<file path="src/sv/ilst_pkg.sv">
// package for the indexed ordered list: request and status codes,
// field widths and the result beat struct shared by the sequencer and the top level
// no dependencies
package ilst_pkg;

    localparam int CAPACITY_DEF    = 16;
    localparam int VALUE_WIDTH_DEF = 32;

    localparam int REQ_W     = 2;
    localparam int POS_W     = 5;
    localparam int DATA_W    = 32;
    localparam int STATUS_W  = 2;
    localparam int CNT_OUT_W = 5;

    localparam int S_TDATA_W = 40;
    localparam int S_TUSER_W = REQ_W;
    localparam int M_TDATA_W = 40;

    localparam logic [REQ_W-1:0] REQ_INSERT     = 2'd0;
    localparam logic [REQ_W-1:0] REQ_REMOVE_POS = 2'd1;
    localparam logic [REQ_W-1:0] REQ_REMOVE_VAL = 2'd2;
    localparam logic [REQ_W-1:0] REQ_READ       = 2'd3;

    localparam logic [STATUS_W-1:0] ST_OK     = 2'd0;
    localparam logic [STATUS_W-1:0] ST_FULL   = 2'd1;
    localparam logic [STATUS_W-1:0] ST_RANGE  = 2'd2;
    localparam logic [STATUS_W-1:0] ST_ABSENT = 2'd3;

    typedef struct packed {
        logic [CNT_OUT_W-1:0] list_count;
        logic [STATUS_W-1:0]  status;
        logic [DATA_W-1:0]    read_value;
    } res_t;

endpackage

</file>
<file path="src/sv/ilst_mem.sv">
// entry store of the indexed ordered list: one write port, one read port,
// registered read data
// no package dependencies
module ilst_mem #(
    parameter int DEPTH = 16,
    parameter int WIDTH = 32
) (
    input  logic                     clk,
    input  logic [$clog2(DEPTH)-1:0] raddr,
    output logic [WIDTH-1:0]         rdata,
    input  logic                     we,
    input  logic [$clog2(DEPTH)-1:0] waddr,
    input  logic [WIDTH-1:0]         wdata
);

    logic [WIDTH-1:0] mem_array [DEPTH];
    logic [WIDTH-1:0] rdata_reg;

    always_ff @(posedge clk)
    begin
        if (we)
        begin
            mem_array[waddr] <= wdata;
        end
        rdata_reg <= mem_array[raddr];
    end

    assign rdata = rdata_reg;

endmodule

</file>
<file path="src/sv/ilst_ctrl.sv">
// request sequencer of the indexed ordered list: decodes a request, walks the
// entry store to shift, scan or read, and holds the result until taken
// depends on ilst_pkg
module ilst_ctrl #(
    parameter int CAPACITY    = 16,
    parameter int VALUE_WIDTH = 32
) (
    input  logic                          clk,
    input  logic                          rst_n,
    input  logic                          in_valid,
    output logic                          in_ready,
    input  logic [ilst_pkg::REQ_W-1:0]    in_req,
    input  logic [ilst_pkg::POS_W-1:0]    in_pos,
    input  logic                          in_append,
    input  logic [ilst_pkg::DATA_W-1:0]   in_value,
    output logic                          res_valid,
    input  logic                          res_ready,
    output ilst_pkg::res_t                res,
    output logic [$clog2(CAPACITY)-1:0]   mem_raddr,
    input  logic [VALUE_WIDTH-1:0]        mem_rdata,
    output logic                          mem_we,
    output logic [$clog2(CAPACITY)-1:0]   mem_waddr,
    output logic [VALUE_WIDTH-1:0]        mem_wdata
);

    import ilst_pkg::*;

    localparam int AW    = $clog2(CAPACITY);
    localparam int CNT_W = $clog2(CAPACITY + 1);
    localparam int CMP_W = (CNT_W > POS_W) ? CNT_W : POS_W;

    localparam logic [2:0] S_IDLE  = 3'd0;
    localparam logic [2:0] S_UP    = 3'd1;
    localparam logic [2:0] S_DN    = 3'd2;
    localparam logic [2:0] S_SCAN  = 3'd3;
    localparam logic [2:0] S_DRAIN = 3'd4;
    localparam logic [2:0] S_PUT   = 3'd5;
    localparam logic [2:0] S_RDCAP = 3'd6;
    localparam logic [2:0] S_DONE  = 3'd7;

    logic [2:0]             state_reg, state_next;
    logic [CNT_W-1:0]       cnt_reg, cnt_next;
    logic                   pend_valid_reg, pend_valid_next;
    logic                   chk_valid_reg, chk_valid_next;
    logic [REQ_W-1:0]       op_reg, op_next;
    logic [CNT_W-1:0]       idx_reg, idx_next;
    logic [CNT_W-1:0]       p_reg, p_next;
    logic [CNT_W-1:0]       chk_idx_reg, chk_idx_next;
    logic [AW-1:0]          pend_addr_reg, pend_addr_next;
    logic [VALUE_WIDTH-1:0] val_reg, val_next;
    logic [DATA_W-1:0]      rd_reg, rd_next;
    logic [STATUS_W-1:0]    st_reg, st_next;

    logic [CMP_W-1:0]       pos_c, cnt_c, ins_c;
    logic [63:0]            val_wide, rdata_wide;
    logic [CNT_W-1:0]       idx_inc, idx_dec, cnt_last;

    assign pos_c      = CMP_W'(in_pos);
    assign cnt_c      = CMP_W'(cnt_reg);
    assign ins_c      = in_append ? cnt_c : pos_c;
    assign val_wide   = 64'(in_value);
    assign rdata_wide = 64'(mem_rdata);
    assign idx_inc    = idx_reg + 1'b1;
    assign idx_dec    = idx_reg - 1'b1;
    assign cnt_last   = cnt_reg - 1'b1;

    always_comb
    begin
        state_next      = state_reg;
        cnt_next        = cnt_reg;
        pend_valid_next = pend_valid_reg;
        chk_valid_next  = chk_valid_reg;
        op_next         = op_reg;
        idx_next        = idx_reg;
        p_next          = p_reg;
        chk_idx_next    = chk_idx_reg;
        pend_addr_next  = pend_addr_reg;
        val_next        = val_reg;
        rd_next         = rd_reg;
        st_next         = st_reg;
        in_ready        = 1'b0;
        res_valid       = 1'b0;
        mem_raddr       = idx_reg[AW-1:0];
        mem_we          = 1'b0;
        mem_waddr       = pend_addr_reg;
        mem_wdata       = mem_rdata;

        case (state_reg)
            S_IDLE:
            begin
                in_ready  = 1'b1;
                mem_raddr = pos_c[AW-1:0];
                if (in_valid)
                begin
                    val_next        = val_wide[VALUE_WIDTH-1:0];
                    rd_next         = '0;
                    st_next         = ST_OK;
                    op_next         = in_req;
                    pend_valid_next = 1'b0;
                    chk_valid_next  = 1'b0;
                    case (in_req)
                        REQ_INSERT:
                        begin
                            if (cnt_reg == CNT_W'(CAPACITY))
                            begin
                                st_next    = ST_FULL;
                                state_next = S_DONE;
                            end
                            else if (ins_c > cnt_c)
                            begin
                                st_next    = ST_RANGE;
                                state_next = S_DONE;
                            end
                            else
                            begin
                                p_next = CNT_W'(ins_c);
                                if (ins_c == cnt_c)
                                begin
                                    state_next = S_PUT;
                                end
                                else
                                begin
                                    idx_next   = cnt_last;
                                    state_next = S_UP;
                                end
                            end
                        end
                        REQ_REMOVE_POS:
                        begin
                            if (pos_c >= cnt_c)
                            begin
                                st_next    = ST_RANGE;
                                state_next = S_DONE;
                            end
                            else
                            begin
                                p_next = CNT_W'(pos_c);
                                if (CNT_W'(pos_c) == cnt_last)
                                begin
                                    cnt_next   = cnt_last;
                                    state_next = S_DONE;
                                end
                                else
                                begin
                                    idx_next   = CNT_W'(pos_c) + 1'b1;
                                    state_next = S_DN;
                                end
                            end
                        end
                        REQ_REMOVE_VAL:
                        begin
                            if (cnt_reg == '0)
                            begin
                                st_next    = ST_ABSENT;
                                state_next = S_DONE;
                            end
                            else
                            begin
                                idx_next   = '0;
                                state_next = S_SCAN;
                            end
                        end
                        default:
                        begin
                            if (pos_c >= cnt_c)
                            begin
                                st_next    = ST_RANGE;
                                state_next = S_DONE;
                            end
                            else
                            begin
                                state_next = S_RDCAP;
                            end
                        end
                    endcase
                end
            end
            // walk down from the last entry, each one moves up by one
            S_UP:
            begin
                mem_we          = pend_valid_reg;
                pend_valid_next = 1'b1;
                pend_addr_next  = idx_inc[AW-1:0];
                if (idx_reg == p_reg)
                begin
                    state_next = S_DRAIN;
                end
                else
                begin
                    idx_next = idx_dec;
                end
            end
            // walk up from the gap, each entry moves down by one
            S_DN:
            begin
                mem_we          = pend_valid_reg;
                pend_valid_next = 1'b1;
                pend_addr_next  = idx_dec[AW-1:0];
                if (idx_reg == cnt_last)
                begin
                    state_next = S_DRAIN;
                end
                else
                begin
                    idx_next = idx_inc;
                end
            end
            S_DRAIN:
            begin
                mem_we          = 1'b1;
                pend_valid_next = 1'b0;
                if (op_reg == REQ_INSERT)
                begin
                    state_next = S_PUT;
                end
                else
                begin
                    cnt_next   = cnt_last;
                    state_next = S_DONE;
                end
            end
            S_PUT:
            begin
                mem_we     = 1'b1;
                mem_waddr  = p_reg[AW-1:0];
                mem_wdata  = val_reg;
                cnt_next   = cnt_reg + 1'b1;
                state_next = S_DONE;
            end
            // read one entry a cycle, compare the one read the cycle before
            S_SCAN:
            begin
                chk_valid_next = 1'b1;
                chk_idx_next   = idx_reg;
                idx_next       = idx_inc;
                if (chk_valid_reg)
                begin
                    if (mem_rdata == val_reg)
                    begin
                        chk_valid_next = 1'b0;
                        p_next         = chk_idx_reg;
                        if (chk_idx_reg == cnt_last)
                        begin
                            cnt_next   = cnt_last;
                            state_next = S_DONE;
                        end
                        else
                        begin
                            idx_next        = chk_idx_reg + 1'b1;
                            pend_valid_next = 1'b0;
                            state_next      = S_DN;
                        end
                    end
                    else if (chk_idx_reg == cnt_last)
                    begin
                        chk_valid_next = 1'b0;
                        st_next        = ST_ABSENT;
                        state_next     = S_DONE;
                    end
                end
            end
            S_RDCAP:
            begin
                rd_next    = rdata_wide[DATA_W-1:0];
                state_next = S_DONE;
            end
            S_DONE:
            begin
                res_valid = 1'b1;
                if (res_ready)
                begin
                    state_next = S_IDLE;
                end
            end
            default:
            begin
                state_next = S_IDLE;
            end
        endcase
    end

    assign res.read_value = rd_reg;
    assign res.status     = st_reg;
    assign res.list_count = CNT_OUT_W'(cnt_reg);

    always_ff @(posedge clk or negedge rst_n)
    begin
        if (!rst_n)
        begin
            state_reg      <= S_IDLE;
            cnt_reg        <= '0;
            pend_valid_reg <= 1'b0;
            chk_valid_reg  <= 1'b0;
        end
        else
        begin
            state_reg      <= state_next;
            cnt_reg        <= cnt_next;
            pend_valid_reg <= pend_valid_next;
            chk_valid_reg  <= chk_valid_next;
        end
    end

    always_ff @(posedge clk)
    begin
        op_reg        <= op_next;
        idx_reg       <= idx_next;
        p_reg         <= p_next;
        chk_idx_reg   <= chk_idx_next;
        pend_addr_reg <= pend_addr_next;
        val_reg       <= val_next;
        rd_reg        <= rd_next;
        st_reg        <= st_next;
    end

endmodule

</file>
<file path="src/sv/indexed_ordered_list.sv">
// top level of the indexed ordered list: stream ports, output register,
// request sequencer and entry store
// depends on ilst_pkg, ilst_ctrl, ilst_mem
//
// usage
// s channel: one request beat per item; s_tuser carries the request kind,
// s_tdata the position, the append flag and the value
// m channel: exactly one result beat per request: read value, status and
// the entry count after the request
// one request is in work at a time; s_tready is high while the sequencer
// waits for a request, also while an earlier result still sits in the
// output register
// a read captures the entry, then reports it; a rejected request reports at once
// an insert at position p below count moves the entries from p up by one, then writes
// the value; an append writes it directly; a removal at p below count - 1 moves the
// entries above p down by one; a removal of the last entry only lowers the count; a
// removal by value scans for the value, then moves the entries above it down by one
// the sequencer is ready again in the cycle m_tvalid rises; the longest item is a
// removal by value from a full list: a scan, then one entry shift per cycle
// reset empties the list at once (count to zero); the store needs no clearing
// if m_tready stays low the result waits in the output register, the next
// result waits in the sequencer, and no further request is taken
module indexed_ordered_list #(
    parameter int CAPACITY    = ilst_pkg::CAPACITY_DEF,
    parameter int VALUE_WIDTH = ilst_pkg::VALUE_WIDTH_DEF
) (
    input  logic                           clk,
    input  logic                           rst_n,
    input  logic                           s_tvalid,
    output logic                           s_tready,
    // position[4:0], append_at_end[5], value[37:6], zero pad[39:38]
    input  logic [ilst_pkg::S_TDATA_W-1:0] s_tdata,
    // req_type[1:0]
    input  logic [ilst_pkg::S_TUSER_W-1:0] s_tuser,
    output logic                           m_tvalid,
    input  logic                           m_tready,
    // read_value[31:0], status[33:32], list_count[38:34], zero pad[39]
    output logic [ilst_pkg::M_TDATA_W-1:0] m_tdata
);

    import ilst_pkg::*;

    localparam int AW = $clog2(CAPACITY);

    logic                   res_valid, res_ready;
    res_t                   res;
    logic [AW-1:0]          mem_raddr, mem_waddr;
    logic [VALUE_WIDTH-1:0] mem_rdata, mem_wdata;
    logic                   mem_we;

    logic                   out_valid_reg, out_valid_next;
    res_t                   out_reg, out_next;

    ilst_ctrl #(
        .CAPACITY    (CAPACITY),
        .VALUE_WIDTH (VALUE_WIDTH)
    ) u_ctrl (
        .clk       (clk),
        .rst_n     (rst_n),
        .in_valid  (s_tvalid),
        .in_ready  (s_tready),
        .in_req    (s_tuser[REQ_W-1:0]),
        .in_pos    (s_tdata[4:0]),
        .in_append (s_tdata[5]),
        .in_value  (s_tdata[37:6]),
        .res_valid (res_valid),
        .res_ready (res_ready),
        .res       (res),
        .mem_raddr (mem_raddr),
        .mem_rdata (mem_rdata),
        .mem_we    (mem_we),
        .mem_waddr (mem_waddr),
        .mem_wdata (mem_wdata)
    );

    ilst_mem #(
        .DEPTH (CAPACITY),
        .WIDTH (VALUE_WIDTH)
    ) u_mem (
        .clk   (clk),
        .raddr (mem_raddr),
        .rdata (mem_rdata),
        .we    (mem_we),
        .waddr (mem_waddr),
        .wdata (mem_wdata)
    );

    assign res_ready = !out_valid_reg || m_tready;

    always_comb
    begin
        out_valid_next = out_valid_reg;
        out_next       = out_reg;
        if (res_ready)
        begin
            out_valid_next = res_valid;
            if (res_valid)
            begin
                out_next = res;
            end
        end
    end

    always_ff @(posedge clk or negedge rst_n)
    begin
        if (!rst_n)
        begin
            out_valid_reg <= 1'b0;
        end
        else
        begin
            out_valid_reg <= out_valid_next;
        end
    end

    always_ff @(posedge clk)
    begin
        out_reg <= out_next;
    end

    assign m_tvalid = out_valid_reg;
    assign m_tdata  = {1'b0, out_reg};

    // the sequencer never takes a request while it holds a result
    a_ready_vs_result: assert property (@(posedge clk) disable iff (!rst_n)
        s_tready |-> !res_valid)
        else $error("request taken while a result is pending");

    // a pending result stays until the output register takes it
    a_result_held: assert property (@(posedge clk) disable iff (!rst_n)
        res_valid && !res_ready |=> res_valid)
        else $error("pending result dropped");

    // a full list reports a count of CAPACITY
    a_full_count: assert property (@(posedge clk) disable iff (!rst_n)
        m_tvalid && out_reg.status == ST_FULL |-> out_reg.list_count == CNT_OUT_W'(CAPACITY))
        else $error("full status with wrong count");

    // read value is zero on any failed request
    a_fail_zero: assert property (@(posedge clk) disable iff (!rst_n)
        m_tvalid && out_reg.status != ST_OK |-> out_reg.read_value == '0)
        else $error("nonzero read value on failed request");

endmodule
</file>
<file path="config.mk">
export PLATFORM = sky130hd
export DESIGN_NAME = indexed_ordered_list
export DESIGN_NICKNAME = d
export VERILOG_FILES = /design/src/sv/ilst_pkg.sv /design/src/sv/ilst_mem.sv /design/src/sv/ilst_ctrl.sv /design/src/sv/indexed_ordered_list.sv
export SDC_FILE = /design/constraint.sdc
export NUM_CORES = 1
export LEC_CHECK = 0
export BUFFER_PORTS_ARGS = -buffer_cell sky130_fd_sc_hd__buf_2
export CORE_MARGIN = 2
export CORE_UTILIZATION = 25
export CTS_BUF_LIST = sky130_fd_sc_hd__clkbuf_8
export CTS_CLUSTER_SIZE = 8
export DETAILED_ROUTE_END_ITERATION = 10
export GPL_TIMING_DRIVEN = 0
export SYNTH_ARGS = -nofsm -noshare
export SYNTH_HDL_FRONTEND = slang
export SYNTH_HIERARCHICAL = 1
export SYNTH_SLANG_ARGS = --single-unit
</file>
<file path="constraint.sdc">
create_clock -name clk -period 8.2 [get_ports clk]
set_clock_uncertainty 0.1 [all_clocks]
set_input_delay 0.82 -clock clk [delete_from_list [all_inputs] [get_ports clk]]
set_output_delay 0.82 -clock clk [all_outputs]
set_load 0.005 [all_outputs]
</file>
==> Yosys cells after proc, flatten, opt, wreduce, memory -nomap -nowiden <==
Memories as Yosys holds them, arrays and structs flattened. A register that Yosys moved wholly into a read port is not among the register bits.
Cells that the tools add are included.
{ "op_classes": {"add_sub_neg": 6, "n_mul": 0, "n_div": 0, "n_lt_le_gt_ge": 2, "n_eq_ne": 40, "shifts": 0, "muxes": 80, "bitwise_logic": 0, "reduce_logical": 25} }
{ "op_table": {"columns": ["operator", "count"], "rows": [
  ["5-bit 2-to-1 mux", 27],
  ["32-bit 2-to-1 mux", 2],
  ["32-bit case mux with 2 select lines", 1],
  ["3-bit 2-to-1 mux", 14],
  ["5-bit case mux with 4 select lines", 2],
  ["32-bit equality test", 1],
  ["5-bit equality test", 5],
  ["3-bit != test (second input constant)", 7],
  ["3-bit case mux with 7 select lines", 1],
  ["5-bit by 1-bit adder with 5-bit output (second input constant)", 4],
  ["5-bit case mux with 2 select lines", 2],
  ["2-bit 2-to-1 mux", 9],
  ["2-bit != test (second input constant)", 9],
  ["5-bit case mux with 3 select lines", 1],
  ["3-bit equality test (second input constant)", 4],
  ["1-bit 2-to-1 mux", 12],
  ["2-bit by 1-bit != test with 1-bit output (second input constant)", 6],
  ["4-bit nonzero test", 3],
  ["11-bit AND reduction", 1],
  ["5-bit AND reduction", 2],
  ["5-bit by 1-bit subtractor with 5-bit output (second input constant)", 2],
  ["3-bit case mux with 3 select lines", 1],
  ["9-bit AND reduction", 1],
  ["4-bit 2-to-1 mux", 2],
  ["other kinds (23)", 34]
]} }
{ "totals": {"reg_bits": 137, "latchBits": 0, "ramBits": 512, "rom_bits": 0, "inputBits": 46, "output_inout_bits": 42, "mem_count": 1} }
{ "mem_list": {"columns": ["name", "words", "width", "rd", "rd_clocked_by_memory_dff", "wr", "line", "source"], "rows": [
  ["u_mem.mem_array", 16, 32, 1, 1, 1, "ilst_mem.sv:16", "logic [WIDTH-1:0] mem_array [DEPTH];"]
]} }

==> Logic depth before layout (Yosys ltp) <==
Gate-level depths: netlist of run 1.
{ "logic_depth": {"ltp_word": 8, "ltp_mapped": 11} }

==> Modules after synthesis <==
The synthesis of run 1 kept the hierarchy.
{ "modules_own_cells": {"columns": ["module", "instances", "cells_each", "area_each_um2", "seq_area_each_um2"], "rows": [
  ["ilst_mem", 1, 838, 19854.0, 16015.4],
  ["ilst_ctrl", 1, 544, 6088.3, 2862.7],
  ["indexed_ordered_list", 1, 45, 1236.2, 1196.1]
]} }

==> Worst setup path after synthesis of run 1 <==
Ideal clock, no wire load.
{ "synth_path": {"path_type": "register -> register", "startpoint": "reg u_ctrl.state_reg[2]", "endpoint": "mem u_mem.mem_array[0][0], enable pin", "setup_ns": 0.461, "t_arrival_ns": 4.550, "required_time_ns": 7.639, "path_slack_ns": 3.089, "path_stages_with_launch": 8, "path_buffers": 3, "synth_period_minus_slack_ns": 5.111, "path_cell_list": "dfrtp_1 clkbuf_1 nand3b_1 clkbuf_1 clkbuf_1 mux2_2 or3b_2 nor3_1"} }
{ "synth_between": {"elab_cells_between_ends": 10, "classes_between": "4 x eq/ne; 4 x mux; 2 x reduce/logical"} }
{ "synth_rtl": {"columns": ["item", "line", "source"], "rows": [
  ["start: declaration", "ilst_ctrl.sv:41", "logic [2:0] state_reg, state_next;"],
  ["start signal: assignment", "ilst_ctrl.sv:297", "state_reg <= state_next;"],
  ["3-bit equality test", "ilst_ctrl.sv:88", "case (state_reg)"],
  ["4-bit 2-to-1 mux", "ilst_ctrl.sv:88", null],
  ["net mem_waddr[2]", "indexed_ordered_list.sv:47", "logic [AW-1:0] mem_raddr, mem_waddr;"],
  ["end: declaration", "ilst_mem.sv:16", null]
]} }
The timed path passes the listed nets, and every way through them passes these cells.

==> Worst setup path in the final report of run 1 <==
{ "layout_path": {"startpoint": "reg u_ctrl.state_reg[2]", "endpoint": "mem u_mem.mem_array[0][22], enable pin"} }
Same word-level chain as after synthesis.

==> results of run 1 <==
how the worst max path moves through the flow:
| stage | from | end |
|---|---|---|
| after global routing | u_ctrl/state_reg[2] | u_mem/mem_array[0][20] |
| after CTS | u_ctrl/state_reg[2] | u_mem/mem_array[0][22] |
| after global placement | u_ctrl/state_reg[2] | u_mem/mem_array[0][17] |
| after floorplan | u_ctrl/state_reg[2] | u_mem/mem_array[0][0] |
| final | u_ctrl/state_reg[2] | u_mem/mem_array[0][22] |
| after detailed placement | u_ctrl/state_reg[2] | u_mem/mem_array[0][21] |
layout make-up:
cell class | count | area, um^2
sequential | 681 | 20100
multi-input combinational | 650 | 6790
fill | 10500 | 75600
inverter | 17 | 63.8
timing repair buffer | 117 | 940
clock buffer | 111 | 1530
tap | 1403 | 1760
buffer | 79 | 389
clock inverter | 74 | 400
per-layer routing:
metal  part of all wire (%)  wire (um)  GRT usage [%]
met4                    2.1       1450           3.28
met1                     44      31000           17.5
met3                    9.5       6660           3.79
met5                      0          0              0
met2                     44      31200           18.9
power breakdown:
part	internal, mW	total, mW	switching (mW)
logic	1.77	4.61	2.84
registers	4.99	5.25	0.253
clock network	1.32	2.63	1.32
total	8.08	12.5	4.41
synthesized netlist by cell type, types with 5 or more instances:
cell type	number
edfxtp_1	638
mux4_2	128
a22oi_1	65
nand2_1	61
xnor2_1	53
nor2_1	44
mux2_2	43
clkbuf_1	41
and2_1	35
dfxtp_1	32
a21oi_1	22
o21ai_0	21
ha_1	20
inv_1	16
nand3_1	15
xor2_1	15
buf_1	13
buf_4	12
mux2i_1	12
dfrtp_1	11
nor3_1	10
nand2b_1	9
nand4_1	9
a31oi_1	7
buf_2	7
and3_1	6
nor4_1	6
buf_6	5
nor2b_1	5
through the flow:
| step | cell area [um^2] | setup WS (ps) | total power [mW] | cells | hold WS [ps] |
|---|---|---|---|---|---|
| floorplan | 27200 | 3090 | 8.24 | 1427 | 300 |
| global placement | 29400 | -805 | 9.71 | 2914 | 307 |
| detailed placement | 30000 | 3000 | 9.90 | 2946 | 305 |
| CTS | 31900 | 2990 | 12.6 | 3132 | 95.9 |
| global route | 31900 | 2800 | 13.1 | 3132 | 108 |
| finish | 31900 | 3010 | 12.5 | 3132 | 156 |
kinds of logic after synthesis:
logic type	share of synthesized area, %
AOI/OAI and AO/OA	4.14
xor gates and xnor gates	2.44
adders and majority gates	0.921
buffers and inverters	1.67
DFF	73.9
muxes	12.8
other	0.0138
and+or+nand+nor	4.13
repair_timing:
| item | CTS | global route |
|---|---|---|
| gates resized for setup | 0 | 0 |
| endpoints found under the setup margin | 0 | 0 |
| hold buffers | 1 | 0 |
| hold endpoints to repair | 11 | 0 |
worst max-delay path, cell delays in order, from the launching register on:
cell,delay (ps)
dfrtp_1,380
clkbuf_1,210
nand3b_1,310
clkbuf_1,620
clkbuf_1,780
mux2_2,460
or3b_2,600
nor3_2,770
buf_6,260
buf_4,220
buf_6,160
==> flow_summary.html, run 1 <==
<table>
<tr><th>Metric</th><th>Value</th></tr>
<tr><th colspan="2">Setup path</th></tr>
<tr><td>Register-to-Register Path Depth</td><td>10</td></tr>
<tr><td>Worst Path Arrival</td><td>5510 ps</td></tr>
<tr><td>Type of the setup path with the least slack</td><td>reg2reg</td></tr>
<tr><td>Reg-to-reg critical path startpoint</td><td>u_ctrl/state_reg[2]</td></tr>
<tr><td>Reg2Reg Setup Slack</td><td>3010 ps</td></tr>
<tr><td>Capture point of the worst reg-to-reg path</td><td>u_mem/mem_array[0][22]</td></tr>
<tr><td>Critical path fanouts, max</td><td>10</td></tr>
<tr><td>CP endpoint kind</td><td>register</td></tr>
<tr><td>Launching element type of the critical path</td><td>register</td></tr>
<tr><td>Critical path required time</td><td>8530 ps</td></tr>
<tr><th colspan="2">Floorplan</th></tr>
<tr><td>Placement row count</td><td>120</td></tr>
<tr><td>Core Region</td><td>approximately 0.11 mm^2</td></tr>
<tr><td>DIE AREA</td><td>0.111 mm^2</td></tr>
<tr><td>Chip Width</td><td>roughly 330 um</td></tr>
<tr><td>Number of top-level design ports</td><td>88</td></tr>
<tr><td>Die boundary height</td><td>334 um</td></tr>
<tr><td>Initial Util</td><td>between 20% and 30%</td></tr>
<tr><th colspan="2">Cells and area</th></tr>
<tr><td>Largest register FFs</td><td>512</td></tr>
<tr><td>Syn-to-layout area delta</td><td>17.5%</td></tr>
<tr><td>Register containing the most flip-flops in the final layout</td><td>u_mem/mem_array</td></tr>
<tr><td>Share of the core filled with cells</td><td>29.7%</td></tr>
<tr><td>Proportion of layout cells with a drive suffix above 1</td><td>27.0%</td></tr>
<tr><td>Final-stage net count</td><td>roughly 1700</td></tr>
<tr><td>Most common library cell in the layout ignoring fill and taps</td><td>edfxtp_1</td></tr>
<tr><td>Number of diodes added for antenna fixing</td><td>0</td></tr>
<tr><td>Commonest cells after routing, fill and taps aside</td><td>638 x edfxtp_1, 128 x mux4_2, 111 x clkbuf_8</td></tr>
<tr><th colspan="2">Synth</th></tr>
<tr><td>EDFF count, synth</td><td>between 600 and 700</td></tr>
<tr><td>Share of synthesized flip-flops with an asynchronous set or reset</td><td>1.62%</td></tr>
<tr><td>Area share of the largest cell type after synthesis</td><td>70.5%</td></tr>
<tr><td>Distinct cells, synth</td><td>71</td></tr>
<tr><td>Yosys warning total</td><td>6</td></tr>
<tr><td>Mapped Area</td><td>0.0272 mm^2</td></tr>
<tr><td>Register bit count reported by yosys</td><td>681</td></tr>
<tr><td>Sequential share of the synthesized area</td><td>73.9%</td></tr>
<tr><td>Number of instances in the synthesized netlist</td><td>1427</td></tr>
<tr><td>Syn_area_per_cell</td><td>roughly 19 um^2</td></tr>
<tr><td>Yosys top cell by area</td><td>edfxtp_1</td></tr>
<tr><td>Leading register cell type out of synthesis</td><td>edfxtp_1</td></tr>
<tr><td>Synth area leaders</td><td>edfxtp_1 70%, mux4_2 11%, dfxtp_1 2.4%</td></tr>
<tr><td>Post-synthesis net count</td><td>1493</td></tr>
<tr><th colspan="2">Route</th></tr>
<tr><td>Iter 0 DRT Violations</td><td>1321</td></tr>
<tr><td>Total DRC errors in the routed layout</td><td>0</td></tr>
<tr><td>Final wirelength</td><td>about 70000 um</td></tr>
<tr><td>Via total after detailed routing</td><td>14500</td></tr>
<tr><td>Post-detailed-route count of antenna-violating nets</td><td>0</td></tr>
<tr><td>Count of TritonRoute iterations in the first routing pass</td><td>7</td></tr>
<tr><td>Routed length per instance</td><td>around 22 um</td></tr>
<tr><td>Vias per Instance</td><td>4.64</td></tr>
<tr><th colspan="2">Global routing</th></tr>
<tr><td>Antenna violations before repair</td><td>3</td></tr>
<tr><td>Vias in the first global route</td><td>14800</td></tr>
<tr><td>Global-route wire length before repair</td><td>102000 um</td></tr>
<tr><td>Largest net degree at the start of global routing</td><td>40</td></tr>
<tr><td>GRT Util Overall</td><td>about 13%</td></tr>
<tr><td>Overflow left after global routing</td><td>0</td></tr>
<tr><th colspan="2">CTS</th></tr>
<tr><td>Clock slew at the register clock pins of the worst setup and hold paths</td><td>roughly 60 ps</td></tr>
<tr><td>TritonCTS sink count</td><td>681</td></tr>
<tr><td>CTS root buffer</td><td>clkbuf_8</td></tr>
<tr><td>Maximum buffer depth of the clock tree</td><td>3</td></tr>
<tr><td>Post-CTS Setup Repair Bufs</td><td>0</td></tr>
<tr><td>TritonCTS clock tree</td><td>built</td></tr>
<tr><td>Maximum level of the CTS H-tree</td><td>3</td></tr>
<tr><td>Total CTS buffers</td><td>104</td></tr>
<tr><td>Clock latency of the later-clocked register in the worst-skew pair</td><td>730 ps</td></tr>
<tr><th colspan="2">Placement</th></tr>
<tr><td>Half-perimeter wire length after detailed placement</td><td>46400 um</td></tr>
<tr><td>PortBufs</td><td>84</td></tr>
<tr><td>Global placement routability congestion</td><td>~0.86</td></tr>
<tr><th colspan="2">Worst hold path</th></tr>
<tr><td>Tightest Hold Check Type</td><td>in2reg</td></tr>
<tr><td>Hold path endpoint</td><td>u_ctrl/val_reg[16]</td></tr>
<tr><td>Min-Delay Path Depth</td><td>1</td></tr>
<tr><td>Worst Hold Launch</td><td>s_tdata[22]</td></tr>
<tr><th colspan="2">Timing</th></tr>
<tr><td>Total count of hold-check failures in the final report</td><td>0</td></tr>
<tr><td>Final Max Tran Viols</td><td>0</td></tr>
<tr><td>Relative slew slack</td><td>27.6%</td></tr>
<tr><td>Least-Margin Pin Slew</td><td>approximately 1100 ps</td></tr>
<tr><td>Fmax</td><td>around 190 MHz</td></tr>
<tr><td>Fin Setup TNS</td><td>0 ps</td></tr>
<tr><td>Time the worst path needs with I/O delays and setup</td><td>5190 ps</td></tr>
<tr><td>Number of failing setup endpoints in the final timing report</td><td>0</td></tr>
<tr><td>Post-route fraction of the period consumed by the critical path</td><td>63.3%</td></tr>
<tr><td>Setup repair after global routing missed its margin</td><td>false</td></tr>
<tr><th colspan="2">Power</th></tr>
<tr><td>Cell Pwr Density</td><td>391 mW/mm^2</td></tr>
<tr><td>Leakage</td><td>10.5 nW</td></tr>
<tr><td>Peak supply drop</td><td>178 uV</td></tr>
<tr><th colspan="2">Run status</th></tr>
<tr><td>Run status</td><td>completed</td></tr>
<tr><th colspan="2">Flow run</th></tr>
<tr><td>Total of max-cap violations</td><td>0</td></tr>
</table>
(Power assumes the default switching activity.)
==> inputs of run 2 (changes only) <==
- clock period: 8.2 -> 5.2 ns (I/O delays scaled with it)
==> run 2 against run 1 <==
Setup slack lost 2800 ps. Clock power grew 58%. Maximum frequency grew 4.9%. Clock-buffer cell count is the same. Non-clock buffer count grew 35. Register-to-register slack lost 2800 ps. Via count grew 1.0%. Highest routed layer unchanged.
==> flow_summary.html, run 2 (synthesis results as in run 1) <==
<table>
<tr><th>Metric</th><th>Value</th></tr>
<tr><th colspan="2">Run status</th></tr>
<tr><td>Run status</td><td>completed (unchanged)</td></tr>
<tr><th colspan="2">CTS</th></tr>
<tr><td>Maximum buffer depth of the clock tree</td><td>3 (unchanged)</td></tr>
<tr><td>Clock latency of the later-clocked register in the worst-skew pair</td><td>730 ps (about the same)</td></tr>
<tr><td>Clock slew at the register clock pins of the worst setup and hold paths</td><td>70 ps (was 60 ps)</td></tr>
<tr><td>Total CTS buffers</td><td>104 (unchanged)</td></tr>
<tr><td>Post-CTS Setup Repair Bufs</td><td>0 (unchanged)</td></tr>
<tr><td>TritonCTS sink count</td><td>681 (unchanged)</td></tr>
<tr><td>Maximum level of the CTS H-tree</td><td>3 (unchanged)</td></tr>
<tr><td>TritonCTS clock tree</td><td>built (unchanged)</td></tr>
<tr><td>CTS root buffer</td><td>clkbuf_8 (unchanged)</td></tr>
<tr><th colspan="2">Setup path</th></tr>
<tr><td>Cell type with the highest occurrence count on the critical path</td><td>clkbuf_1 (unchanged)</td></tr>
<tr><td>Slowest cell on the critical path</td><td>clkbuf_1 (unchanged)</td></tr>
<tr><td>Cells along the critical path</td><td>clkbuf_1 &gt; nand3b_1 &gt; clkbuf_1 &gt; clkbuf_1 &gt; mux2_2 &gt; or3b_2 &gt; nor3_4 &gt; buf_6 &gt; buf_4 &gt; buf_6 (was clkbuf_1 &gt; nand3b_1 &gt; clkbuf_1 &gt; clkbuf_1 &gt; mux2_2 &gt; or3b_2 &gt; nor3_2 &gt; buf_6 &gt; buf_4 &gt; buf_6)</td></tr>
<tr><td>Worst Path Arrival</td><td>5270 ps (was 5510 ps)</td></tr>
<tr><td>Cell family with the largest share of critical-path delay</td><td>buffers and inverters (unchanged)</td></tr>
<tr><td>Type of the setup path with the least slack</td><td>reg2reg (unchanged)</td></tr>
<tr><td>Launching element type of the critical path</td><td>register (unchanged)</td></tr>
<tr><td>Critical path fanouts, max</td><td>10 (unchanged)</td></tr>
<tr><td>Bufs and invs on worst path</td><td>6 (unchanged)</td></tr>
<tr><td>CP peak stage delay</td><td>780 ps (about the same)</td></tr>
<tr><td>Critical path required time</td><td>5530 ps (was 8530 ps)</td></tr>
<tr><td>CP endpoint kind</td><td>register (unchanged)</td></tr>
<tr><th colspan="2">Floorplan</th></tr>
<tr><td>Number of top-level design ports</td><td>88 (unchanged)</td></tr>
<tr><td>Initial Util</td><td>25.3% (unchanged)</td></tr>
<tr><td>Die boundary height</td><td>334 um (unchanged)</td></tr>
<tr><td>Placement row count</td><td>120 (unchanged)</td></tr>
<tr><td>Chip Width</td><td>334 um (unchanged)</td></tr>
<tr><td>DIE AREA</td><td>0.111 mm^2 (unchanged)</td></tr>
<tr><td>Core Region</td><td>0.108 mm^2 (unchanged)</td></tr>
<tr><th colspan="2">Cells and area</th></tr>
<tr><td>Most common library cell in the layout ignoring fill and taps</td><td>edfxtp_1 (unchanged)</td></tr>
<tr><td>Largest register FFs</td><td>512 (unchanged)</td></tr>
<tr><td>Post-layout instance count excluding filler cells</td><td>3167 (was 3132)</td></tr>
<tr><td>Number of diodes added for antenna fixing</td><td>0 (unchanged)</td></tr>
<tr><td>Final-stage net count</td><td>1751 (was 1716)</td></tr>
<tr><td>Syn-to-layout area delta</td><td>18.8% (was 17.5%)</td></tr>
<tr><td>Proportion of layout cells with a drive suffix above 1</td><td>26.5% (was 27.0%)</td></tr>
<tr><td>Commonest cells after routing, fill and taps aside</td><td>638 x edfxtp_1, 128 x mux4_2, 111 x clkbuf_8 (unchanged)</td></tr>
<tr><td>Share of the core filled with cells</td><td>30.0% (was 29.7%)</td></tr>
<tr><td>Register containing the most flip-flops in the final layout</td><td>u_mem/mem_array (unchanged)</td></tr>
<tr><td>Fill count</td><td>10500 (about the same)</td></tr>
<tr><th colspan="2">Route</th></tr>
<tr><td>Iter 0 DRT Violations</td><td>1337 (was 1321)</td></tr>
<tr><td>Total DRC errors in the routed layout</td><td>0 (unchanged)</td></tr>
<tr><td>Post-detailed-route count of antenna-violating nets</td><td>0 (unchanged)</td></tr>
<tr><td>Final wirelength</td><td>70600 um (was 70400 um)</td></tr>
<tr><td>Routed length per instance</td><td>22.3 um (was 22.5 um)</td></tr>
<tr><td>Count of TritonRoute iterations in the first routing pass</td><td>6 (was 7)</td></tr>
<tr><td>Vias per Instance</td><td>4.63 (was 4.64)</td></tr>
<tr><td>Via total after detailed routing</td><td>14700 (was 14500)</td></tr>
<tr><th colspan="2">Power</th></tr>
<tr><td>Gate power share</td><td>37.0% (was 36.9%)</td></tr>
<tr><td>Cell Pwr Density</td><td>610 mW/mm^2 (was 391 mW/mm^2)</td></tr>
<tr><td>Switching fraction of total power</td><td>35.3% (about the same)</td></tr>
<tr><td>Peak supply drop</td><td>280 uV (was 178 uV)</td></tr>
<tr><td>Sequential group share of total power</td><td>42.0% (about the same)</td></tr>
<tr><td>Net Switching</td><td>6.96 mW (was 4.41 mW)</td></tr>
<tr><td>Internal power</td><td>12.8 mW (was 8.08 mW)</td></tr>
<tr><td>Clock power share</td><td>21.1% (about the same)</td></tr>
<tr><td>Leakage</td><td>10.6 nW (was 10.5 nW)</td></tr>
<tr><th colspan="2">Timing</th></tr>
<tr><td>Least-Margin Pin Slew</td><td>1070 ps (was 1090 ps)</td></tr>
<tr><td>Setup repair after global routing missed its margin</td><td>false (unchanged)</td></tr>
<tr><td>Post-route fraction of the period consumed by the critical path</td><td>95.1% (was 63.3%)</td></tr>
<tr><td>Final Max Tran Viols</td><td>0 (unchanged)</td></tr>
<tr><td>Time the worst path needs with I/O delays and setup</td><td>4950 ps (was 5190 ps)</td></tr>
<tr><td>Relative slew slack</td><td>28.7% (was 27.6%)</td></tr>
<tr><td>Number of failing setup endpoints in the final timing report</td><td>0 (unchanged)</td></tr>
<tr><td>Total count of hold-check failures in the final report</td><td>0 (unchanged)</td></tr>
<tr><td>Fmax</td><td>202 MHz (was 193 MHz)</td></tr>
<tr><td>Final worst slack</td><td>254 ps (was 3010 ps)</td></tr>
<tr><th colspan="2">Global routing</th></tr>
<tr><td>Antenna violations before repair</td><td>3 (unchanged)</td></tr>
<tr><td>Global-route wire length before repair</td><td>102000 um (about the same)</td></tr>
<tr><td>Largest net degree at the start of global routing</td><td>40 (unchanged)</td></tr>
<tr><td>Vias in the first global route</td><td>14900 (was 14800)</td></tr>
<tr><td>GRT Util Overall</td><td>12.5% (about the same)</td></tr>
<tr><td>Overflow left after global routing</td><td>0 (unchanged)</td></tr>
<tr><th colspan="2">Placement</th></tr>
<tr><td>Number of placed cells counting well taps</td><td>2946 (unchanged)</td></tr>
<tr><td>Worst slack, placed</td><td>4.82 ps (was 3000 ps)</td></tr>
<tr><td>Half-perimeter wire length after detailed placement</td><td>46400 um (unchanged)</td></tr>
<tr><td>PortBufs</td><td>84 (unchanged)</td></tr>
<tr><td>Global placement routability congestion</td><td>0.863 (unchanged)</td></tr>
<tr><th colspan="2">Flow run</th></tr>
<tr><td>Total of max-cap violations</td><td>0 (unchanged)</td></tr>
<tr><th colspan="2">Worst hold path</th></tr>
<tr><td>Tightest Hold Check Type</td><td>in2async (was in2reg)</td></tr>
</table>
-- run 2: cell type report --
type	count	area, um^2	area share, %
flip-flops and latches	681	20100	62.2
clock inverters	74	400	1.24
repair buffers	152	1290	3.99
plain buffers	79	389	1.20
multi-input cells	650	6790	21.0
clock buffers	111	1530	4.73
well taps	1403	1760	5.44
inverters	17	63.8	0.198
-- run 2: what timing repair did --
action                                 CTS  global route
gates resized for setup                  1             0
endpoints found under the hold margin   46             0
setup endpoints to repair                4             0
hold buffers                            36             0
-- run 2: path summary, 6_finish.rpt --
path	endpoint	startpoint	slack, ps	cells past startpoint
max	u_mem/mem_array[0][22]	u_ctrl/state_reg[2]	250	10
max reg2reg	u_mem/mem_array[0][22]	u_ctrl/state_reg[2]	250	10
max in group asynchronous	u_ctrl/cnt_c[1]	rst_n	4580	2
min	u_ctrl/state_reg[0]	rst_n	150	2
min reg2reg	m_tdata[17]	u_ctrl/rd_reg[17]	310	0
min in group clk	u_ctrl/pend_valid_reg	s_tvalid	280	5
-- run 2: per-stage QoR --
stage,area [um^2],hold slack (ps),power [mW],setup TNS [ps]
after floorplan,27200,124,13.0,0
after global placement,29400,307,15.3,-1064480
after detailed placement,30000,305,15.6,0
after CTS,32300,79.5,19.8,0
after global routing,32300,123,20.7,0
final,32300,145,19.7,0
-- run 2: power groups by stage --
stage	combinational (mW)	clock, mW	sequential (mW)
3_5_place_dp	7.23	0	8.38
4_1_cts	7.30	4.26	8.28
6_report	7.29	4.15	8.27
3_3_place_gp	6.87	0	8.43
5_1_grt	7.85	4.49	8.35
2_1_floorplan	4.76	0	8.23
-- run 2: layer usage --
layer	share of wire [%]	wire [um]	vias to the layer above	track usage (%)
li1	-	-	6262	-
met1	44	31300	7622	17.5
met2	44	31300	666	19.0
met3	9.2	6470	117	3.80
met4	2.1	1490	0	3.28
met5	0	0	-	0
